**src/hdl/ttc_pkg.sv**
```systemverilog
// ----------------------------------------------------------------------------
// ttc_pkg
// shared types, constants and reset values of the thermistor converter
// ----------------------------------------------------------------------------
package ttc_pkg;

  localparam int unsigned AdcW       = 12;
  localparam int unsigned SumW       = 20;
  localparam int unsigned CfgW       = 48;
  localparam int unsigned DvdW       = 68;
  localparam int unsigned DvsW       = 63;
  localparam int unsigned MulW       = 64;
  localparam int unsigned QueueDepth = 2;
  localparam int unsigned QueuePtrW  = 1;

  localparam int unsigned SamplesDef   = 16;
  localparam int unsigned AdcFullScale = 4095;
  localparam int unsigned CalSupplyMv  = 3300;

  localparam logic [11:0] VrefCodeRst    = 12'd1655;
  localparam logic [15:0] CalibOffsetRst = 16'd0;
  localparam logic [47:0] CoefARst       = 48'd348879179145;
  localparam logic [47:0] CoefBRst       = 48'd60620861986;
  localparam logic [47:0] CoefCRst       = 48'd47168775;

  typedef enum logic [2:0] {
    CFG_VREF_CODE    = 3'd0,
    CFG_CALIB_OFFSET = 3'd1,
    CFG_COEF_A       = 3'd2,
    CFG_COEF_B       = 3'd3,
    CFG_COEF_C       = 3'd4
  } cfg_idx_e;

  typedef struct packed {
    logic            sample_ok;
    logic [AdcW-1:0] sense_sample;
    logic [AdcW-1:0] supply_sample;
    logic [AdcW-1:0] vref_sample;
    logic [AdcW-1:0] motor_sample;
  } in_word_t;

  typedef struct packed {
    logic signed [15:0] temperature_tenths;
    logic signed [15:0] raw_tenths;
    logic [15:0]        motor_current_ma;
    logic               fault;
  } out_word_t;

  typedef struct packed {
    logic [SumW-1:0] sense;
    logic [SumW-1:0] supply;
    logic [SumW-1:0] vref;
    logic [SumW-1:0] motor;
  } sums_t;

  typedef struct packed {
    logic [11:0]        vref_code;
    logic signed [15:0] calib_offset;
    logic [47:0]        coef_a;
    logic [47:0]        coef_b;
    logic [47:0]        coef_c;
  } cfg_t;

  typedef struct packed {
    logic            start;
    logic [6:0]      steps;
    logic [DvdW-1:0] dividend;
    logic [DvsW-1:0] divisor;
  } div_req_t;

  typedef struct packed {
    logic            done;
    logic [DvdW-1:0] quot;
  } div_rsp_t;

  typedef enum logic [4:0] {
    BK_IDLE,
    BK_AVG,
    BK_VP,
    BK_VS_MUL,
    BK_VS_DIV,
    BK_VC_MUL,
    BK_VC_DIV,
    BK_VM_MUL,
    BK_VM_DIV,
    BK_MV_DIV,
    BK_RATIO,
    BK_NORM,
    BK_SQR,
    BK_LN_MUL,
    BK_L2,
    BK_L3,
    BK_TB,
    BK_TC,
    BK_INV,
    BK_TDIV,
    BK_DONE
  } back_state_e;

endpackage

```
**src/hdl/ttc_front.sv**
```systemverilog
// ----------------------------------------------------------------------------
// ttc_front
// accumulates sample words and hands a finished set of sums to the queue
// ----------------------------------------------------------------------------
module ttc_front import ttc_pkg::*; #(
  parameter int unsigned SAMPLES = SamplesDef
) (
  input  logic     clk_i,
  input  logic     rst_ni,
  input  logic     in_valid_i,
  output logic     in_stall_o,
  input  in_word_t in_word_i,
  input  logic     full_i,
  output logic     push_o,
  output sums_t    push_data_o
);

  localparam int unsigned CntW = (SAMPLES > 1) ? $clog2(SAMPLES) : 1;

  logic [CntW-1:0] cnt_q;
  sums_t           sums_q;
  sums_t           sums_nxt;
  logic            last;
  logic            accept;

  assign last       = cnt_q == CntW'(SAMPLES - 1);
  assign in_stall_o = last && full_i;
  assign accept     = in_valid_i && !in_stall_o;

  always_comb begin
    sums_nxt = sums_q;
    if (in_word_i.sample_ok) begin
      sums_nxt.sense  = sums_q.sense + SumW'(in_word_i.sense_sample);
      sums_nxt.supply = sums_q.supply + SumW'(in_word_i.supply_sample);
      sums_nxt.vref   = sums_q.vref + SumW'(in_word_i.vref_sample);
      sums_nxt.motor  = sums_q.motor + SumW'(in_word_i.motor_sample);
    end
  end

  always_ff @(posedge clk_i or negedge rst_ni) begin
    if (!rst_ni) begin
      cnt_q  <= '0;
      sums_q <= '0;
    end else if (accept) begin
      if (last) begin
        cnt_q  <= '0;
        sums_q <= '0;
      end else begin
        cnt_q  <= cnt_q + CntW'(1);
        sums_q <= sums_nxt;
      end
    end
  end

  assign push_o      = accept && last;
  assign push_data_o = sums_nxt;

endmodule

```
**config.mk**
```make
export PLATFORM = sky130hd
export DESIGN_NAME = ttc_front
export DESIGN_NICKNAME = d
export VERILOG_FILES = /design/src/hdl/ttc_pkg.sv /design/src/hdl/ttc_front.sv
export SDC_FILE = /design/constraint.sdc
export NUM_CORES = 1
export LEC_CHECK = 0
export BUFFER_PORTS_ARGS = -buffer_cell sky130_fd_sc_hd__buf_2
export CAP_MARGIN = 10
export CORE_MARGIN = 5
export CORE_UTILIZATION = 32
export CTS_BUF_LIST = sky130_fd_sc_hd__clkbuf_8
export DETAILED_ROUTE_END_ITERATION = 8
export GPL_ROUTABILITY_DRIVEN = 0
export PLACE_DENSITY = 0.53
export SLEW_MARGIN = 15
export SYNTH_ARGS = -nofsm -noshare
export SYNTH_HDL_FRONTEND = slang
export SYNTH_SLANG_ARGS = --single-unit
export TNS_END_PERCENT = 20
```
**constraint.sdc**
```tcl
create_clock -name clk_i -period 2.35 [get_ports clk_i]
set_input_delay 0.235 -clock clk_i [delete_from_list [all_inputs] [get_ports clk_i]]
set_output_delay 0.235 -clock clk_i [all_outputs]
set_load 0.005 [all_outputs]
```
== Yosys cells after proc, flatten, opt, wreduce, memory -nomap -nowiden ==
Cells that the tools add are included.

* Bits in registers: 84
* Input port bits: 53
* Output and inout bits: 82
* Logic and storage cells: 18

* Add/sub/neg operators: 5
* Equal/unequal tests: 1
* Muxes and demuxes: 3
* Reduce and logical (&&, ||, !) cells: 4

{| class="wikitable"
|+ Operators by type and width
! operator !! number
|-
| $mux 80 || 2
|-
| $add 20x12->20 || 4
|-
| $add 4x1->4 const B || 1
|-
| $eq 4x4->1 const B || 1
|-
| $mux 4 || 1
|-
| $logic_and 1x1->1 || 3
|-
| $logic_not 1->1 || 1
|}

== Depth between registers and ports, before layout ==
* Word-level depth: 5
* Mapped depth: 10
* Depth with buffers taken out: 9

== Worst setup path before layout ==
Ideal clock, no wire load.

* Kind: flip-flop to flip-flop
* From: register sums_q[0] (netlist name)
* To: register sums_q[18] (netlist name)
* Library setup time: 69 ps
* Arrival time: 2,377 ps
* Data required time: 2,281 ps
* Setup slack: -95 ps
* Stages on the path, launching flop included: 10
* Path buffers: 0
* Period minus slack after synthesis: 2,445 ps
* Cells stage by stage: dfrtp_1 > ha_1 > inv_1 > fa_1 > nand2b_1 > a21oi_1 > o41ai_2 > o41a_1 > or4_1 > nand3_1

* Cells in the longest elaborated chain, start to end: 3

{| class="wikitable"
|+ RTL lines
! item !! RTL line !! text
|-
| start, declared || ttc_front.sv:21 || <nowiki>sums_t sums_q;</nowiki>
|-
| start signal, assigned || ttc_front.sv:50 || <nowiki>sums_q <= sums_nxt;</nowiki>
|-
| $add 20x12->20 || ttc_front.sv:36 || <nowiki>sums_nxt.motor = sums_q.motor + SumW'(in_word_i.motor_sample);</nowiki>
|-
| $mux 80 || ttc_front.sv:32 || <nowiki>if (in_word_i.sample_ok) begin</nowiki>
|-
| $mux 80 || ttc_front.sv:45 || <nowiki>if (last) begin</nowiki>
|}

Every way passes these cells.
A chain may end at the register's enable or synchronous reset.

==> results_tabular.tex <==
\begin{tabular}{lr}
\hline
Metric & Value \\
\hline
\multicolumn{2}{l}{\textbf{Run status}} \\
Outcome & finished, violations left \\
Violations in the final reports & setup timing \\
\multicolumn{2}{l}{\textbf{Synthesis}} \\
Cell types occupying the most area after synthesis & dfrtp\_1 (31\%), ha\_1 (9.0\%), a22o\_1 (5.9\%) \\
Post-synthesis instance area & between 0.006 and 0.007 sq mm \\
Synth area leader & dfrtp\_1 \\
Net count after synthesis & 858 \\
Proportion of synthesized chip area in sequential cells & 30.91\% \\
Synth cell types & 67 \\
Number of storage elements in the synthesis netlist & between 80 and 90 \\
Number of warnings printed during yosys synthesis & 0 \\
Number of enable-type register cells in the synthesized netlist & 0 \\
Async SR Flop Fraction & between 90\% and 100\% \\
Syn Area/Cell & 9.045 sq um \\
Most instantiated flip-flop cell in the synthesis netlist & dfrtp\_1 \\
Cell count after synthesis & 752 \\
Synth top area share & a little under a third \\
\multicolumn{2}{l}{\textbf{Power}} \\
Leakage power & 4.874 nW \\
Power per cell area & 1178 mW/mm\^{}2 \\
Peak ir drop on the vdd network & 591.7 uV \\
\multicolumn{2}{l}{\textbf{Setup path}} \\
Critical path data required time & 2.12 ns \\
Max FO, Critical Path & 3 \\
Type of destination of the critical path & primary output \\
Worst Path Class, Setup & flop to primary output \\
Data arrival time of the critical path & $\sim$2.7 ns \\
Startpoint kind of the worst setup timing path & flop \\
\multicolumn{2}{l}{\textbf{Worst hold path}} \\
Hold Path Class & input pin to flop \\
\multicolumn{2}{l}{\textbf{Place}} \\
Placement-stage worst setup slack & -0.3567 ns \\
Dpl cells & 1267 \\
Number of port buffers & 134 \\
Detailed placer's ending HPWL & between 15 and 20 mm \\
\multicolumn{2}{l}{\textbf{Die}} \\
Horiz. Die Dim & 155.8 microns \\
Area enclosed by the die boundary & 0.02427 sq mm \\
Top-level port count & 135 \\
DIE HEIGHT & 155.8 microns \\
Floorplan Core Area & 0.02096 sq mm \\
Site row count & 53 \\
Initial core utilization & $\sim$32\% \\
\multicolumn{2}{l}{\textbf{Finish}} \\
Area Overhead vs Synth & 49.71\% \\
Number of non-filler instances in the completed layout & 1314 \\
Antenna diode count & 0 \\
Net total in the final layout & 1140 \\
Fillers & between 2000 and 2500 \\
Fraction of final layout cells sized beyond drive strength 1 & 47.45\% \\
\multicolumn{2}{l}{\textbf{CTS}} \\
Inserted Clock Buffers & 9 \\
Clock tree from TritonCTS & done \\
H-tree levels & 3 \\
Post-CTS clock slew at the launch and capture registers of the worst setup and hold paths & 0.10 ns \\
Root cell of the clock tree & clkbuf\_8 \\
Worst-Skew Late Latency & 0.38 ns \\
Clock sink total & 84 \\
Maximum buffer depth of the clock tree & 2 \\
\multicolumn{2}{l}{\textbf{Drt}} \\
Drt first-iter violations & 270 \\
Number of nets with antenna violations after routing & 0 \\
Routed wire length & 22.17 mm \\
First drt pass iteration count & 5 \\
Wirelength per Cell & 16.88 microns \\
Top metal layer carrying routed signals & met4 \\
Routed met1 length & about 10 mm \\
Average via count per standard cell & 5.201 \\
Routed wl met2 & 11.06 mm \\
DRC errors left & 0 \\
Detailed route wirelength on metal3 & 924 microns \\
Total via count after detailed routing & 6834 \\
\multicolumn{2}{l}{\textbf{Timing}} \\
RSZ-0062 raised after global routing & true \\
Timing-limited maximum frequency & between 300 and 400 MHz \\
Clock Skews & 0.009076 ns \\
Slew at the pin closest to its max-slew limit & about 0.53 ns \\
Fin. max-slew vios & 0 \\
Number of hold-slack violations in the final timing report & 0 \\
Setup WS post-layout & -0.5659 ns \\
Crit share post-route & 124.1\% \\
Minimum clock period after layout & 2.916 ns \\
Worst rel slew slack & roughly two thirds \\
Setup violators final & 76 \\
\multicolumn{2}{l}{\textbf{Global routing}} \\
Global routing usage summed across all routing layers & 17.83\% \\
Pin count of the biggest net entering global routing & 44 \\
Wire length of the first global-routing pass & 35.12 mm \\
Total gr overflow & 0 \\
Antenna violations before repair & 0 \\
Number of global-route vias before repair & slightly below 7000 \\
\multicolumn{2}{l}{\textbf{Flow run}} \\
Max-Cap Viols & 0 \\
\hline
\end{tabular}
-- stage by stage --
| step | util, % | setup TNS, ns | hold slack [ns] | total power, mW | cell area [sq um] |
|---|---|---|---|---|---|
| floorplan | - | -0.2056 | -0.06059 | 6.117 | 6818 |
| global placement | 41.90 | -8.952 | 0.2457 | 9.044 | 8781 |
| detailed placement | 41.90 | -9.466 | 0.2506 | 9.078 | 8781 |
| CTS | 46.27 | -22.28 | 0.1839 | 11.23 | 9696 |
| global route | 48.59 | -29.34 | 0.2209 | 12.97 | 10180 |
| finish | 48.59 | -19.99 | 0.2174 | 11.99 | 10180 |
-- critical path: stages, from the launching register on --
cell	delay [ns]
dfrtp_1	0.39
ha_2	0.18
inv_2	0.05
fa_2	0.20
nor2b_2	0.05
o31a_1	0.32
o31ai_4	0.28
a211oi_2	0.12
or3_4	0.35
a31o_4	0.25
buf_6	0.11
-- sequential cells by signal, summed over array words and instances (netlist names) --
| name | flops |
|---|---|
| cnt_q | 4 |
| sums_q | 80 |
-- power by group --
part,internal (mW),total [mW],switching (mW)
clock network,0.436,1.02,0.588
registers,1.91,2.41,0.493
logic,4.78,8.56,3.78
-- final timing paths --
check                               from               to  slack [ns]  depth (start not counted)
min in group asynchronous         rst_ni       sums_q[49]        0.37                          2
max reg2reg                   sums_q[40]       sums_q[50]       -0.35                         15
max in group asynchronous         rst_ni       sums_q[73]        1.37                          3
min                        in_word_i[48]       sums_q[32]        0.22                          3
max                           sums_q[20]  push_data_o[30]       -0.57                         10
min reg2reg                   sums_q[67]       sums_q[67]        0.53                          2
-- repair_timing --
item	4_1_cts	5_1_grt
setup endpoints to repair	88	91
endpoints found under the hold margin	29	0
gates resized for setup	116	78
gates cloned	0	1
setup buffers	20	15
pin swaps	41	46
hold buffers	1	0
-- area by class of cell --
class                   instances  area [sq um]  share of cell area [%]
multi-input cells             613          5370                   52.74
repair buffers                306          2111                   20.73
inverters                      20         75.07                  0.7373
well taps                     275         344.1                   3.379
clock buffers                  11         151.4                   1.487
flip-flops and latches         84          2103                   20.66
clock inverters                 5         27.53                  0.2703
-- cells in the mapped netlist, types with 5 or more instances --
cell type / count
o21a_1: 5
nand2b_1: 8
nand4_1: 11
ha_1: 49
nand3_1: 27
a21o_1: 21
inv_1: 19
nand2_1: 68
o21bai_1: 5
and3_1: 12
o21ai_0: 37
dfrtp_1: 84
a21oi_1: 49
o211ai_1: 15
mux2_2: 34
xnor2_1: 38
nor2_1: 43
a31oi_1: 7
a22o_1: 46
xor2_1: 29
buf_6: 5
nor3_1: 7
and2_1: 7
or4_1: 10
a211oi_1: 12
clkbuf_1: 24
-- layer usage --
metal	up-vias	track usage [%]
met1	3293	23.39
met2	131	30.77
met3	20	2.913
met4	0	4.293
li1	3390	-
met5	-	0
-- cells in the final DEF, fill, tap and decap left out, types with 12 or more instances in the layout --
cell type	n
a21o_1	21
a21oi_1	34
a22o_1	46
buf_2	121
buf_4	163
buf_6	17
dfrtp_1	83
ha_1	23
ha_4	18
inv_1	18
mux2_2	22
mux2_4	12
nand2_1	64
nand3_1	25
nor2_1	33
o211ai_1	15
o21ai_0	22
xnor2_1	28
xor2_1	24
-- kinds of logic after synthesis --
family | count (synthesis) | synth area share, %
compound gates | 245 | 25.53
xor+xnor | 67 | 8.628
fa+ha+maj | 53 | 10.19
buf+inv | 56 | 3.753
flops | 84 | 30.91
mux | 34 | 5.629
simple gates | 213 | 15.36
Power figures use the tool's default switching activity.
