--- src/hdl/ttc_pkg.sv ---
// ----------------------------------------------------------------------------
// ttc_pkg
// shared types, constants and reset values of the thermistor converter
// ----------------------------------------------------------------------------
package ttc_pkg;

  localparam int unsigned AdcW       = 12;
  localparam int unsigned SumW       = 20;
  localparam int unsigned CfgW       = 48;
  localparam int unsigned DvdW       = 68;
  localparam int unsigned DvsW       = 63;
  localparam int unsigned MulW       = 64;
  localparam int unsigned QueueDepth = 2;
  localparam int unsigned QueuePtrW  = 1;

  localparam int unsigned SamplesDef   = 16;
  localparam int unsigned AdcFullScale = 4095;
  localparam int unsigned CalSupplyMv  = 3300;

  localparam logic [11:0] VrefCodeRst    = 12'd1655;
  localparam logic [15:0] CalibOffsetRst = 16'd0;
  localparam logic [47:0] CoefARst       = 48'd348879179145;
  localparam logic [47:0] CoefBRst       = 48'd60620861986;
  localparam logic [47:0] CoefCRst       = 48'd47168775;

  typedef enum logic [2:0] {
    CFG_VREF_CODE    = 3'd0,
    CFG_CALIB_OFFSET = 3'd1,
    CFG_COEF_A       = 3'd2,
    CFG_COEF_B       = 3'd3,
    CFG_COEF_C       = 3'd4
  } cfg_idx_e;

  typedef struct packed {
    logic            sample_ok;
    logic [AdcW-1:0] sense_sample;
    logic [AdcW-1:0] supply_sample;
    logic [AdcW-1:0] vref_sample;
    logic [AdcW-1:0] motor_sample;
  } in_word_t;

  typedef struct packed {
    logic signed [15:0] temperature_tenths;
    logic signed [15:0] raw_tenths;
    logic [15:0]        motor_current_ma;
    logic               fault;
  } out_word_t;

  typedef struct packed {
    logic [SumW-1:0] sense;
    logic [SumW-1:0] supply;
    logic [SumW-1:0] vref;
    logic [SumW-1:0] motor;
  } sums_t;

  typedef struct packed {
    logic [11:0]        vref_code;
    logic signed [15:0] calib_offset;
    logic [47:0]        coef_a;
    logic [47:0]        coef_b;
    logic [47:0]        coef_c;
  } cfg_t;

  typedef struct packed {
    logic            start;
    logic [6:0]      steps;
    logic [DvdW-1:0] dividend;
    logic [DvsW-1:0] divisor;
  } div_req_t;

  typedef struct packed {
    logic            done;
    logic [DvdW-1:0] quot;
  } div_rsp_t;

  typedef enum logic [4:0] {
    BK_IDLE,
    BK_AVG,
    BK_VP,
    BK_VS_MUL,
    BK_VS_DIV,
    BK_VC_MUL,
    BK_VC_DIV,
    BK_VM_MUL,
    BK_VM_DIV,
    BK_MV_DIV,
    BK_RATIO,
    BK_NORM,
    BK_SQR,
    BK_LN_MUL,
    BK_L2,
    BK_L3,
    BK_TB,
    BK_TC,
    BK_INV,
    BK_TDIV,
    BK_DONE
  } back_state_e;

endpackage

--- src/hdl/ttc_queue.sv ---
// ----------------------------------------------------------------------------
// ttc_queue
// two-entry queue of sum sets between front and back
// ----------------------------------------------------------------------------
module ttc_queue import ttc_pkg::*; (
  input  logic  clk_i,
  input  logic  rst_ni,
  input  logic  push_i,
  input  sums_t push_data_i,
  output logic  full_o,
  input  logic  pop_i,
  output logic  vld_o,
  output sums_t data_o
);

  sums_t                mem_q [QueueDepth];
  logic [QueuePtrW-1:0] wptr_q;
  logic [QueuePtrW-1:0] rptr_q;
  logic [QueuePtrW:0]   cnt_q;
  logic                 do_push;
  logic                 do_pop;

  assign full_o  = cnt_q == (QueuePtrW+1)'(QueueDepth);
  assign vld_o   = cnt_q != '0;
  assign do_push = push_i && !full_o;
  assign do_pop  = pop_i && vld_o;
  assign data_o  = mem_q[rptr_q];

  always_ff @(posedge clk_i or negedge rst_ni) begin
    if (!rst_ni) begin
      wptr_q <= '0;
      rptr_q <= '0;
      cnt_q  <= '0;
    end else begin
      if (do_push) wptr_q <= wptr_q + QueuePtrW'(1);
      if (do_pop) rptr_q <= rptr_q + QueuePtrW'(1);
      if (do_push && !do_pop) begin
        cnt_q <= cnt_q + (QueuePtrW+1)'(1);
      end else if (do_pop && !do_push) begin
        cnt_q <= cnt_q - (QueuePtrW+1)'(1);
      end
    end
  end

  always_ff @(posedge clk_i) begin
    if (do_push) mem_q[wptr_q] <= push_data_i;
  end

endmodule

--- config.mk ---
export PLATFORM = sky130hd
export DESIGN_NAME = ttc_queue
export DESIGN_NICKNAME = d
export VERILOG_FILES = /design/src/hdl/ttc_pkg.sv /design/src/hdl/ttc_queue.sv
export SDC_FILE = /design/constraint.sdc
export NUM_CORES = 1
export LEC_CHECK = 0
export ABC_AREA = 1
export BUFFER_PORTS_ARGS = -buffer_cell sky130_fd_sc_hd__buf_2
export CAP_MARGIN = 20
export CORE_MARGIN = 1
export CORE_UTILIZATION = 35
export DETAILED_ROUTE_END_ITERATION = 7
export GPL_ROUTABILITY_DRIVEN = 1
export SYNTH_ARGS = -nofsm -noshare
export SYNTH_HDL_FRONTEND = slang
export SYNTH_SLANG_ARGS = --single-unit
--- constraint.sdc ---
create_clock -name clk_i -period 5.4 [get_ports clk_i]
set_input_delay 1.08 -clock clk_i [delete_from_list [all_inputs] [get_ports clk_i]]
set_output_delay 1.08 -clock clk_i [all_outputs]
set_load 0.01 [all_outputs]
### After elaboration in Yosys (flattened, before gate mapping)

Memories as Yosys holds them, arrays and structs flattened.
Index checks and enable logic that the tools add are counted.

| operators by class | value |
|---|---|
| add/subtract/negate cells | 4 |
| eq/ne operators | 1 |
| muxes and demuxes | 4 |
| reductions and logical operators | 9 |

Operators by type and width:

| cell | count |
|---|---|
| logical AND 1 bit | 4 |
| 2-to-1 mux 2 bit | 2 |
| nonzero test 2 bit | 2 |
| logical NOT 1 bit | 3 |
| adder 1 bit (second input constant) | 2 |
| adder 2 x 1 -> 2 bit (second input constant) | 1 |
| == test 2 bit (second input constant) | 1 |
| 2-to-1 mux 1 bit | 2 |
| subtractor 2 x 1 -> 2 bit (second input constant) | 1 |

| storage, ports and cells | value |
|---|---|
| register bits | 4 |
| memory bits (writable) | 160 |
| output and inout bits | 82 |
| memories kept | 1 |

Memories:

| name | depth | width | read ports | clocked after Yosys merged registers in | write ports | line | source |
|---|---|---|---|---|---|---|---|
| mem_q | 2 | 80 | 1 | 0 | 1 | ttc_queue.sv:16 | `sums_t mem_q [QueueDepth];` |

### Logic depth before layout (Yosys ltp)

Gate-level depths: netlist (run 1).

| depth | value |
|---|---|
| word-level depth | 7 |
| gate-level depth with buffers | 9 |
| mapped depth without buffers | 9 |

### Worst setup path after synthesis (run 1)

OpenSTA, ideal clock, no wires.

| timing path | value |
|---|---|
| path kind | input -> register |
| start point | input push_i |
| end point | memory mem_q[1][0] (netlist bit), enable pin |
| library setup time | 519 ps |
| data arrival time | 4521 ps |
| required time | 4881 ps |
| setup slack | 360 ps |
| stages on the path | 2 |
| buffers on the path | 0 |
| cell sequence | o21ai_0 nor2_1 |

| on the way | value |
|---|---|
| longest elaborated chain between the ends | 3 |

Ends and longest elaborated chain:

| item | line | source |
|---|---|---|
| start, declared | ttc_queue.sv:8 | `input logic push_i,` |
| logical AND 1 bit | ttc_queue.sv:25 | `assign do_push = push_i && !full_o;` |
| 2-to-1 mux 1 bit | ttc_queue.sv:46 | `if (do_push) mem_q[wptr_q] <= push_data_i;` |
| 2-to-1 mux 1 bit (implied by the code) | ttc_queue.sv:46 |  |
| end, declared | ttc_queue.sv:16 |  |

No other way between the ends.

==> results.toml, run 1 <==
[placement]
dpl.hpwl_um = 7520
place_congestion = 0.729
numPortBuffers = 165

[grt]
grt_pass1_vias = 3652
grtUsageTotal = 0.140
grt_pass1_wl_um = 18700
grt_overflow = 0
grt_start_max_net_pins = 82
antenna_found_initial = 0

[sta]
fmax_mhz = 303
tns_ns = 0
worst_slew_pin_slew_ns = 0.970
setup_violations = 0
slew_viol_final = 0
hold_viol_final = 0
rsz0062_at_grt = "no"
clock_skew_ns = 0.00504
maxSlewHeadroom = 0.353
period_minus_slack_ns = 3.30
fin_crit_sh = 0.612

[flow_run]
cap_violations = 0

[floorplan]
coreArea_mm2 = 0.0168
io_pins = 166
initial_core_util = 0.363
die_x_um = 134
num_rows = 47
die-area_mm2 = 0.0179
die_y_um = 134

[synth]
syn_area_mm2 = 0.00608
synthTopCellsByArea = "edfxtp_1, nand2_1, dfrtp_1, buf_6, buf_2"
synth_common_cells = "nand2_1, edfxtp_1, buf_6, buf_2, inv_1"
syn_avg_cell_area_um2 = 13.5
synth_cells = 449
synth.most_common_cell = "nand2_1"
ys_types = 16
yosys_register_bits = 164
synth-main-ff-cell = "edfxtp_1"
synth_top_area_frac = 0.790
synth_top_cell_by_area = "edfxtp_1"
syn_nets = 534
synth_edf_count = 160
synth-async-reset-ratio = 0.0244
seq_area_frac_synth = 0.807
ys_warn_count = 0

[critical_path]
cp_max_fo = 54
worstPathArrival_ns = 2.22
criticalPathCategory = "reg -> out"
required_ns = 4.32
start_kind = "flip-flop"
critPathCaptureType = "primary output"

[run_status]
status = "complete, no violations"

[clock_tree]
cts_tree = "done"
clk_latency_ns = 0.42
h-tree-depth = 4
clockRootBuffer = "clkbuf_16"
numCtsBuffers = 17
cts_buffer_depth = 2
cts.sinks = 164
cts_hold_buf = 0
cts_setup_buffers = 0
clkTransAtPathRegs_ns = 0.06
cts_resized = 0

[drt]
drc = 0
wl_per_cell_um = 14.0
antenna_left = 0
drt-vias-per-instance = 4.39
drt_wl_total_um = 11900
drtIter0Drc = 181
drt_pass1_iterations = 4
vias = 3740

[cells_and_area]
final_nets = 705
drive_gt1_frac = 0.323
fill_cells = 1539
final_util = 0.461
syn_to_final_growth_pct = 27.0
num_antenna_cells = 0

[power]
p_leak_nw = 3.32
power.density_mw_per_mm2 = 567
power.total_mw = 4.38
vdd_ir_drop_max_mv = 0.203

[min_path]
hold_path.class = "in -> async"
==> critical path, cell delays in order, from the launching register on <==
cell     delay (ns)
dfrtp_2        0.76
buf_4          0.62
nand2_1        0.10
nand2_1        0.13
buf_2          0.14
==> flip-flops by register name, indices dropped and copies added (netlist names) <==
| name | cells |
|---|---|
| rptr_q | 1 |
| cnt_q | 2 |
| wptr_q | 1 |
| mem_q | 160 |
==> final cells by class <==
type | instances | area (um^2) | area share
multi-input combinational | 260 | 1010 | 0.131
clock inverter | 13 | 209 | 0.0271
inverter | 8 | 36.3 | 0.00470
sequential | 164 | 4910 | 0.635
clock buffer | 18 | 429 | 0.0556
tap | 220 | 275 | 0.0357
timing repair buffer | 169 | 856 | 0.111
==> cell usage in the layout, fill, tap and decap left out <==
cell        netlist  layout
nand2_1         250     250
buf_2             7     165
edfxtp_1        160     160
clkbuf_16         0      17
inv_1             7       6
bufinv_16         0       5
clkinv_4          0       4
buf_4             2       4
dfrtp_1           4       3
clkinv_2          0       2
nand3_1           2       2
clkinvlp_4        0       2
inv_6             1       1
nor2_2            1       1
nor2_1            2       1
nand2_2           1       1
o21ai_0           1       1
nor2_4            0       1
xnor2_1           1       1
nand4_1           1       1
ha_1              1       1
clkbuf_1          0       1
clkinv_1          0       1
dfrtp_2           0       1
==> routing by layer <==
layer / share of wire / up-vias / GRT usage
met4: 0.015 / 0 / 0.0587
met2: 0.50 / 119 / 0.234
li1: - / 1848 / -
met1: 0.43 / 1758 / 0.167
met5: 0 / - / 0
met3: 0.062 / 15 / 0.0457
==> final timing paths <==
kind / startpoint / end / slack [ns] / cells after the start
worst min-delay path: rst_ni / wptr_q / 0.46 / 1
worst min register to register: wptr_q / wptr_q / 0.50 / 2
max in group asynchronous: rst_ni / rptr_q / 4.81 / 1
min in group clk_i: wptr_q / wptr_q / 0.50 / 2
worst max-delay path: rptr_q / data_o[4] / 2.10 / 4
worst max register to register: cnt_q[0] / mem_q[0][74] / 3.00 / 5
==> power breakdown <==
group / leakage (nW) / switching [mW] / internal, mW / total [mW]
Combinational: 1.48 / 0.841 / 0.405 / 1.25
Sequential: 1.54 / 0.103 / 1.74 / 1.84
Clock: 0.304 / 0.474 / 0.818 / 1.29
Total: 3.32 / 1.42 / 2.96 / 4.38
==> kinds of logic (layout without fill, tap and decap cells) <==
group                    count (synthesis)  after routing  synth area share
XOR/XNOR                                 1              1           0.00144
buffers and inverters                   25            208            0.0288
AO/OA/AOI/OAI                            1              1          0.000822
flip-flops                             164            164             0.807
adder cells (fa/ha/maj)                  1              1           0.00206
AND/OR/NAND/NOR                        257            257             0.160
==> metrics by stage <==
| stage | area, um^2 | hold WS (ns) | cells | worst slack (ns) |
|---|---|---|---|---|
| 6_report | 7720 | 0.456 | 852 | 2.10 |
| 5_1_grt | 7720 | 0.431 | 852 | 1.91 |
| 4_1_cts | 7720 | 0.436 | 852 | 2.04 |
| 3_5_place_dp | 7080 | 0.479 | 821 | 2.32 |
| 3_3_place_gp | 7080 | 0.459 | 821 | 2.36 |
| 2_1_floorplan | 6080 | 0.442 | 449 | 0.360 |
No activity file was read; power rests on OpenSTA's default activity.
==> run 2: changes to the inputs <==
clock period = 2.9 ns   (was 5.4 ns; I/O delays follow)
==> results.toml, run 2 (synthesized netlist as in run 1, its figures left out) <==
[cells_and_area]
final_nets = 707
regArea_mm2 = 0.00491
final_util = 0.461
top_register = "mem_q"
stdcell_area_mm2 = 0.00773
final_common_cell = "nand2_1"
fill_cells = 1546
drive_gt1_frac = 0.323
stdcell_count = 855
multi_input_area_mm2 = 0.00101
largestRegisters = "mem_q: 160 flops, cnt_q: 2 flops"
num_antenna_cells = 0
syn_to_final_growth_pct = 27.1
final_cell_mix = "nand2_1, buf_2, edfxtp_1"
largest_reg_flops = 160

[sta]
hold_slack_ns = 0.349
fmax_mhz = 402
period_minus_slack_ns = 2.49
worst_slew_pin_slew_ns = 0.668
hold_viol_final = 0
setup_violations = 0
fin_crit_sh = 0.858
slew_viol_final = 0
rsz0062_at_grt = "no"
setup_ws_ns = 0.411
maxSlewHeadroom = 0.555
clock_skew_ns = 0.00596
tns_ns = 0

[grt]
grt_start_max_net_pins = 82
grt_pass1_wl_um = 18900
grt_util_met3 = 0.0488
grt_pass1_vias = 3776
grtUsageMet2 = 0.246
grtUsageTotal = 0.142
met1_usage = 0.159
grt_overflow = 0
antenna_found_initial = 0
gr-max-usage-layer = "met2"

[clock_tree]
h-tree-depth = 4
clk_latency_ns = 0.41
cts_hold_buf = 1
numCtsBuffers = 17
clockRootBuffer = "clkbuf_16"
cts_setup_buffers = 0
cts_resized = 0
cts.sinks = 164
clkTransAtPathRegs_ns = 0.06
cts_buffer_depth = 2
cts_tree = "done"

[floorplan]
die-area_mm2 = 0.0179
initial_core_util = 0.363
coreArea_mm2 = 0.0168
num_rows = 47
die_x_um = 134
io_pins = 166
die_y_um = 134

[drt]
vias = 3750
drt_pass1_iterations = 4
drtIter0Drc = 190
drt-vias-per-instance = 4.39
wl_per_cell_um = 14.1
drc = 0
drt_wl_total_um = 12000
antenna_left = 0

[placement]
place_congestion = 0.747
dpl.hpwl_um = 7510
numPlacedInstances = 822
place_area_mm2 = 0.00710
dp_slack_ns = 0.813
numPortBuffers = 165

[critical_path]
start_kind = "flip-flop"
slowest_stage = "dfrtp_2"
worstPathArrival_ns = 1.91
critPathCaptureType = "primary output"
criticalPathCategory = "reg -> out"
crit_path_max_incr_delay_ns = 0.57
cp_max_fo = 81
required_ns = 2.32
crit_chain = "inv_6, nand2_1, nand2_1, buf_2"
cpMostUsedCell = "nand2_1"

[power]
power.density_mw_per_mm2 = 1050
vdd_ir_drop_max_mv = 0.437
power.total_mw = 8.08
p_leak_nw = 3.33

[min_path]
hold_path.class = "in -> reg"

[run_status]
status = "complete, no violations"

[flow_run]
cap_violations = 0
## run 2: changes by cell type in the layout (fill, tap and decap cells not counted)
cell / previous run / this run
dlygate4sd3_1: 0 / 1
inv_6: 1 / 2
clkinv_2: 2 / 4
clkinvlp_4: 2 / 1
buf_12: 0 / 1
clkinv_4: 4 / 3
bufinv_16: 5 / 4
clkinv_1: 1 / 2
## run 2: worst max-delay path, delay by kind of cell, from the launching register on
kind | cells | cell delay (ns)
buffers and inverters | 2 | 0.69
flip-flops | 1 | 0.57
AND/OR/NAND/NOR | 2 | 0.21
## run 2: cell type report
| class | instances | area share |
|---|---|---|
| clock buffer | 18 | 0.0555 |
| clock inverter | 14 | 0.0240 |
| inverter | 8 | 0.00470 |
| multi-input combinational | 260 | 0.131 |
| sequential | 164 | 0.635 |
| tap | 220 | 0.0356 |
| timing repair buffer | 171 | 0.115 |
## run 2: final timing paths
kind	startpoint	depth (start not counted)	slack, ns	end
max	rptr_q	4	0.41	data_o[6]
min	push_data_i[62]	1	0.35	mem_q[1][62]
max reg2reg	cnt_q[1]	6	1.06	mem_q[0][37]
min reg2reg	cnt_q[1]	2	0.47	cnt_q[1]
max in group asynchronous	rst_ni	2	2.27	rptr_q
min in group asynchronous	rst_ni	2	0.50	cnt_q[1]
## run 2: report_power, final
group          internal (mW)  total, mW  switching (mW)
registers               3.23       3.40           0.170
logic                  0.776       2.36            1.58
clock network           1.44       2.31           0.878
## run 2: per-layer routing
layer | up-vias | part of all wire
met5 | - | 0
met4 | 0 | 0.013
met3 | 14 | 0.059
met2 | 116 | 0.51
met1 | 1762 | 0.42
li1 | 1858 | -
==> run 3: changes to the inputs <==
RECOVER_POWER = 50   (was not set)
SETUP_SLACK_MARGIN = 0.02   (was not set)
==> results.toml, run 3 (synthesized netlist as in run 1, its figures left out) <==
[run_status]
status = "complete, no violations"

[cells_and_area]
final_nets = 707
largestRegisters = "mem_q: 160 flops, cnt_q: 2 flops"
multi_input_area_mm2 = 0.00101
final_cell_mix = "nand2_1, edfxtp_1, buf_2"
num_antenna_cells = 0
largest_reg_flops = 160
top_register = "mem_q"
regArea_mm2 = 0.00491
fill_cells = 1570
final_common_cell = "nand2_1"
drive_gt1_frac = 0.243
stdcell_count = 855
syn_to_final_growth_pct = 25.9
stdcell_area_mm2 = 0.00766

[critical_path]
required_ns = 2.32
critPathCaptureType = "primary output"
criticalPathCategory = "reg -> out"
r2r_start = "cnt_q[1]"
worstPathArrival_ns = 1.91
critPathLaunch = "rptr_q"
start_kind = "flip-flop"
cp_max_fo = 81

[drt]
vias = 3758
drt_pass1_iterations = 4
drt_wl_total_um = 12100
drtIter0Drc = 183
drt-vias-per-instance = 4.40
antenna_left = 0
drc = 0
wl_per_cell_um = 14.1

[power]
clockPowerShare = 0.287
vdd_ir_drop_max_mv = 0.437
seqPwrFrac = 0.422
switchingPower_mw = 2.63
p_int_mw = 5.43
power.density_mw_per_mm2 = 1050
switching_share = 0.326
p_comb_frac = 0.291
p_leak_nw = 3.19

[sta]
hold_slack_ns = 0.349
fin_crit_sh = 0.859
setup_violations = 0
hold_viol_final = 0
tns_ns = 0
rsz0062_at_grt = "no"
period_minus_slack_ns = 2.49
clock_skew_ns = 0.00714
slew_viol_final = 0
worst_slew_pin_slew_ns = 0.942
setup_ws_ns = 0.409
fmax_mhz = 402
maxSlewHeadroom = 0.372

[min_path]
hold_path.class = "in -> reg"
hp-start = "push_data_i[62]"

[clock_tree]
cts_buffer_depth = 2
cts.sinks = 164
cts_resized = 0
numCtsBuffers = 17
clockRootBuffer = "clkbuf_16"
clk_latency_ns = 0.41
clkTransAtPathRegs_ns = 0.06
h-tree-depth = 4
cts_tree = "done"

[floorplan]
die_y_um = 134
die-area_mm2 = 0.0179
initial_core_util = 0.363
die_x_um = 134
io_pins = 166
num_rows = 47
coreArea_mm2 = 0.0168

[placement]
place_congestion = 0.747
dp_slack_ns = 0.813
place_area_mm2 = 0.00710
numPortBuffers = 165
numPlacedInstances = 822
dpl.hpwl_um = 7510

[grt]
grt_overflow = 0
antenna_found_initial = 0
grt_start_max_net_pins = 82
grt_pass1_wl_um = 18900
grt_pass1_vias = 3776
grtUsageTotal = 0.142

[flow_run]
cap_violations = 0
## run 3: power groups by stage
stage | registers, mW | logic, mW | clock network, mW
floorplan | 3.40 | 1.56 | 0
global placement | 3.44 | 2.39 | 0
detailed placement | 3.46 | 2.42 | 0
CTS | 3.41 | 2.43 | 2.37
global route | 3.46 | 2.63 | 2.47
finish | 3.40 | 2.34 | 2.32
## run 3: area by class of cell
cell class | instances | area share
tap | 220 | 0.0359
sequential | 164 | 0.641
timing repair buffer | 171 | 0.107
inverter | 8 | 0.00474
clock buffer | 18 | 0.0560
multi-input combinational | 260 | 0.131
clock inverter | 14 | 0.0242
## run 3: per-layer routing
| metal | routed length (um) | share of wire | global-route usage |
|---|---|---|---|
| met1 | 4950 | 0.41 | 0.159 |
| met2 | 6180 | 0.51 | 0.246 |
| met3 | 727 | 0.060 | 0.0488 |
| met4 | 186 | 0.015 | 0.0587 |
| met5 | 0 | 0 | 0 |
## run 3: final timing paths
check | to | slack [ns] | cells after the start
setup / recovery | data_o[6] | 0.41 | 4
hold / removal | mem_q[1][62] | 0.35 | 1
setup reg to reg | mem_q[1][71] | 0.96 | 4
hold reg to reg | cnt_q[1] | 0.47 | 2
max in group asynchronous | rptr_q | 2.16 | 2
min in group asynchronous | cnt_q[1] | 0.53 | 2
## run 3: stage by stage
step,util,power [mW]
3_5_place_dp,0.424,5.88
5_1_grt,0.457,8.55
3_3_place_gp,0.424,5.83
6_report,0.457,8.06
4_1_cts,0.461,8.21
2_1_floorplan,-,4.96
## run 3: critical path, stage by stage, from the launching register on
cell	delay, ns
dfrtp_2	0.57
inv_6	0.55
nand2_1	0.10
nand2_1	0.11
buf_2	0.14
## run 3: repair_timing
| item | CTS | global route |
|---|---|---|
| endpoints found under the hold margin | 4 | 0 |
| buffers inserted | 0 | 0 |
| hold buffers | 1 | 0 |
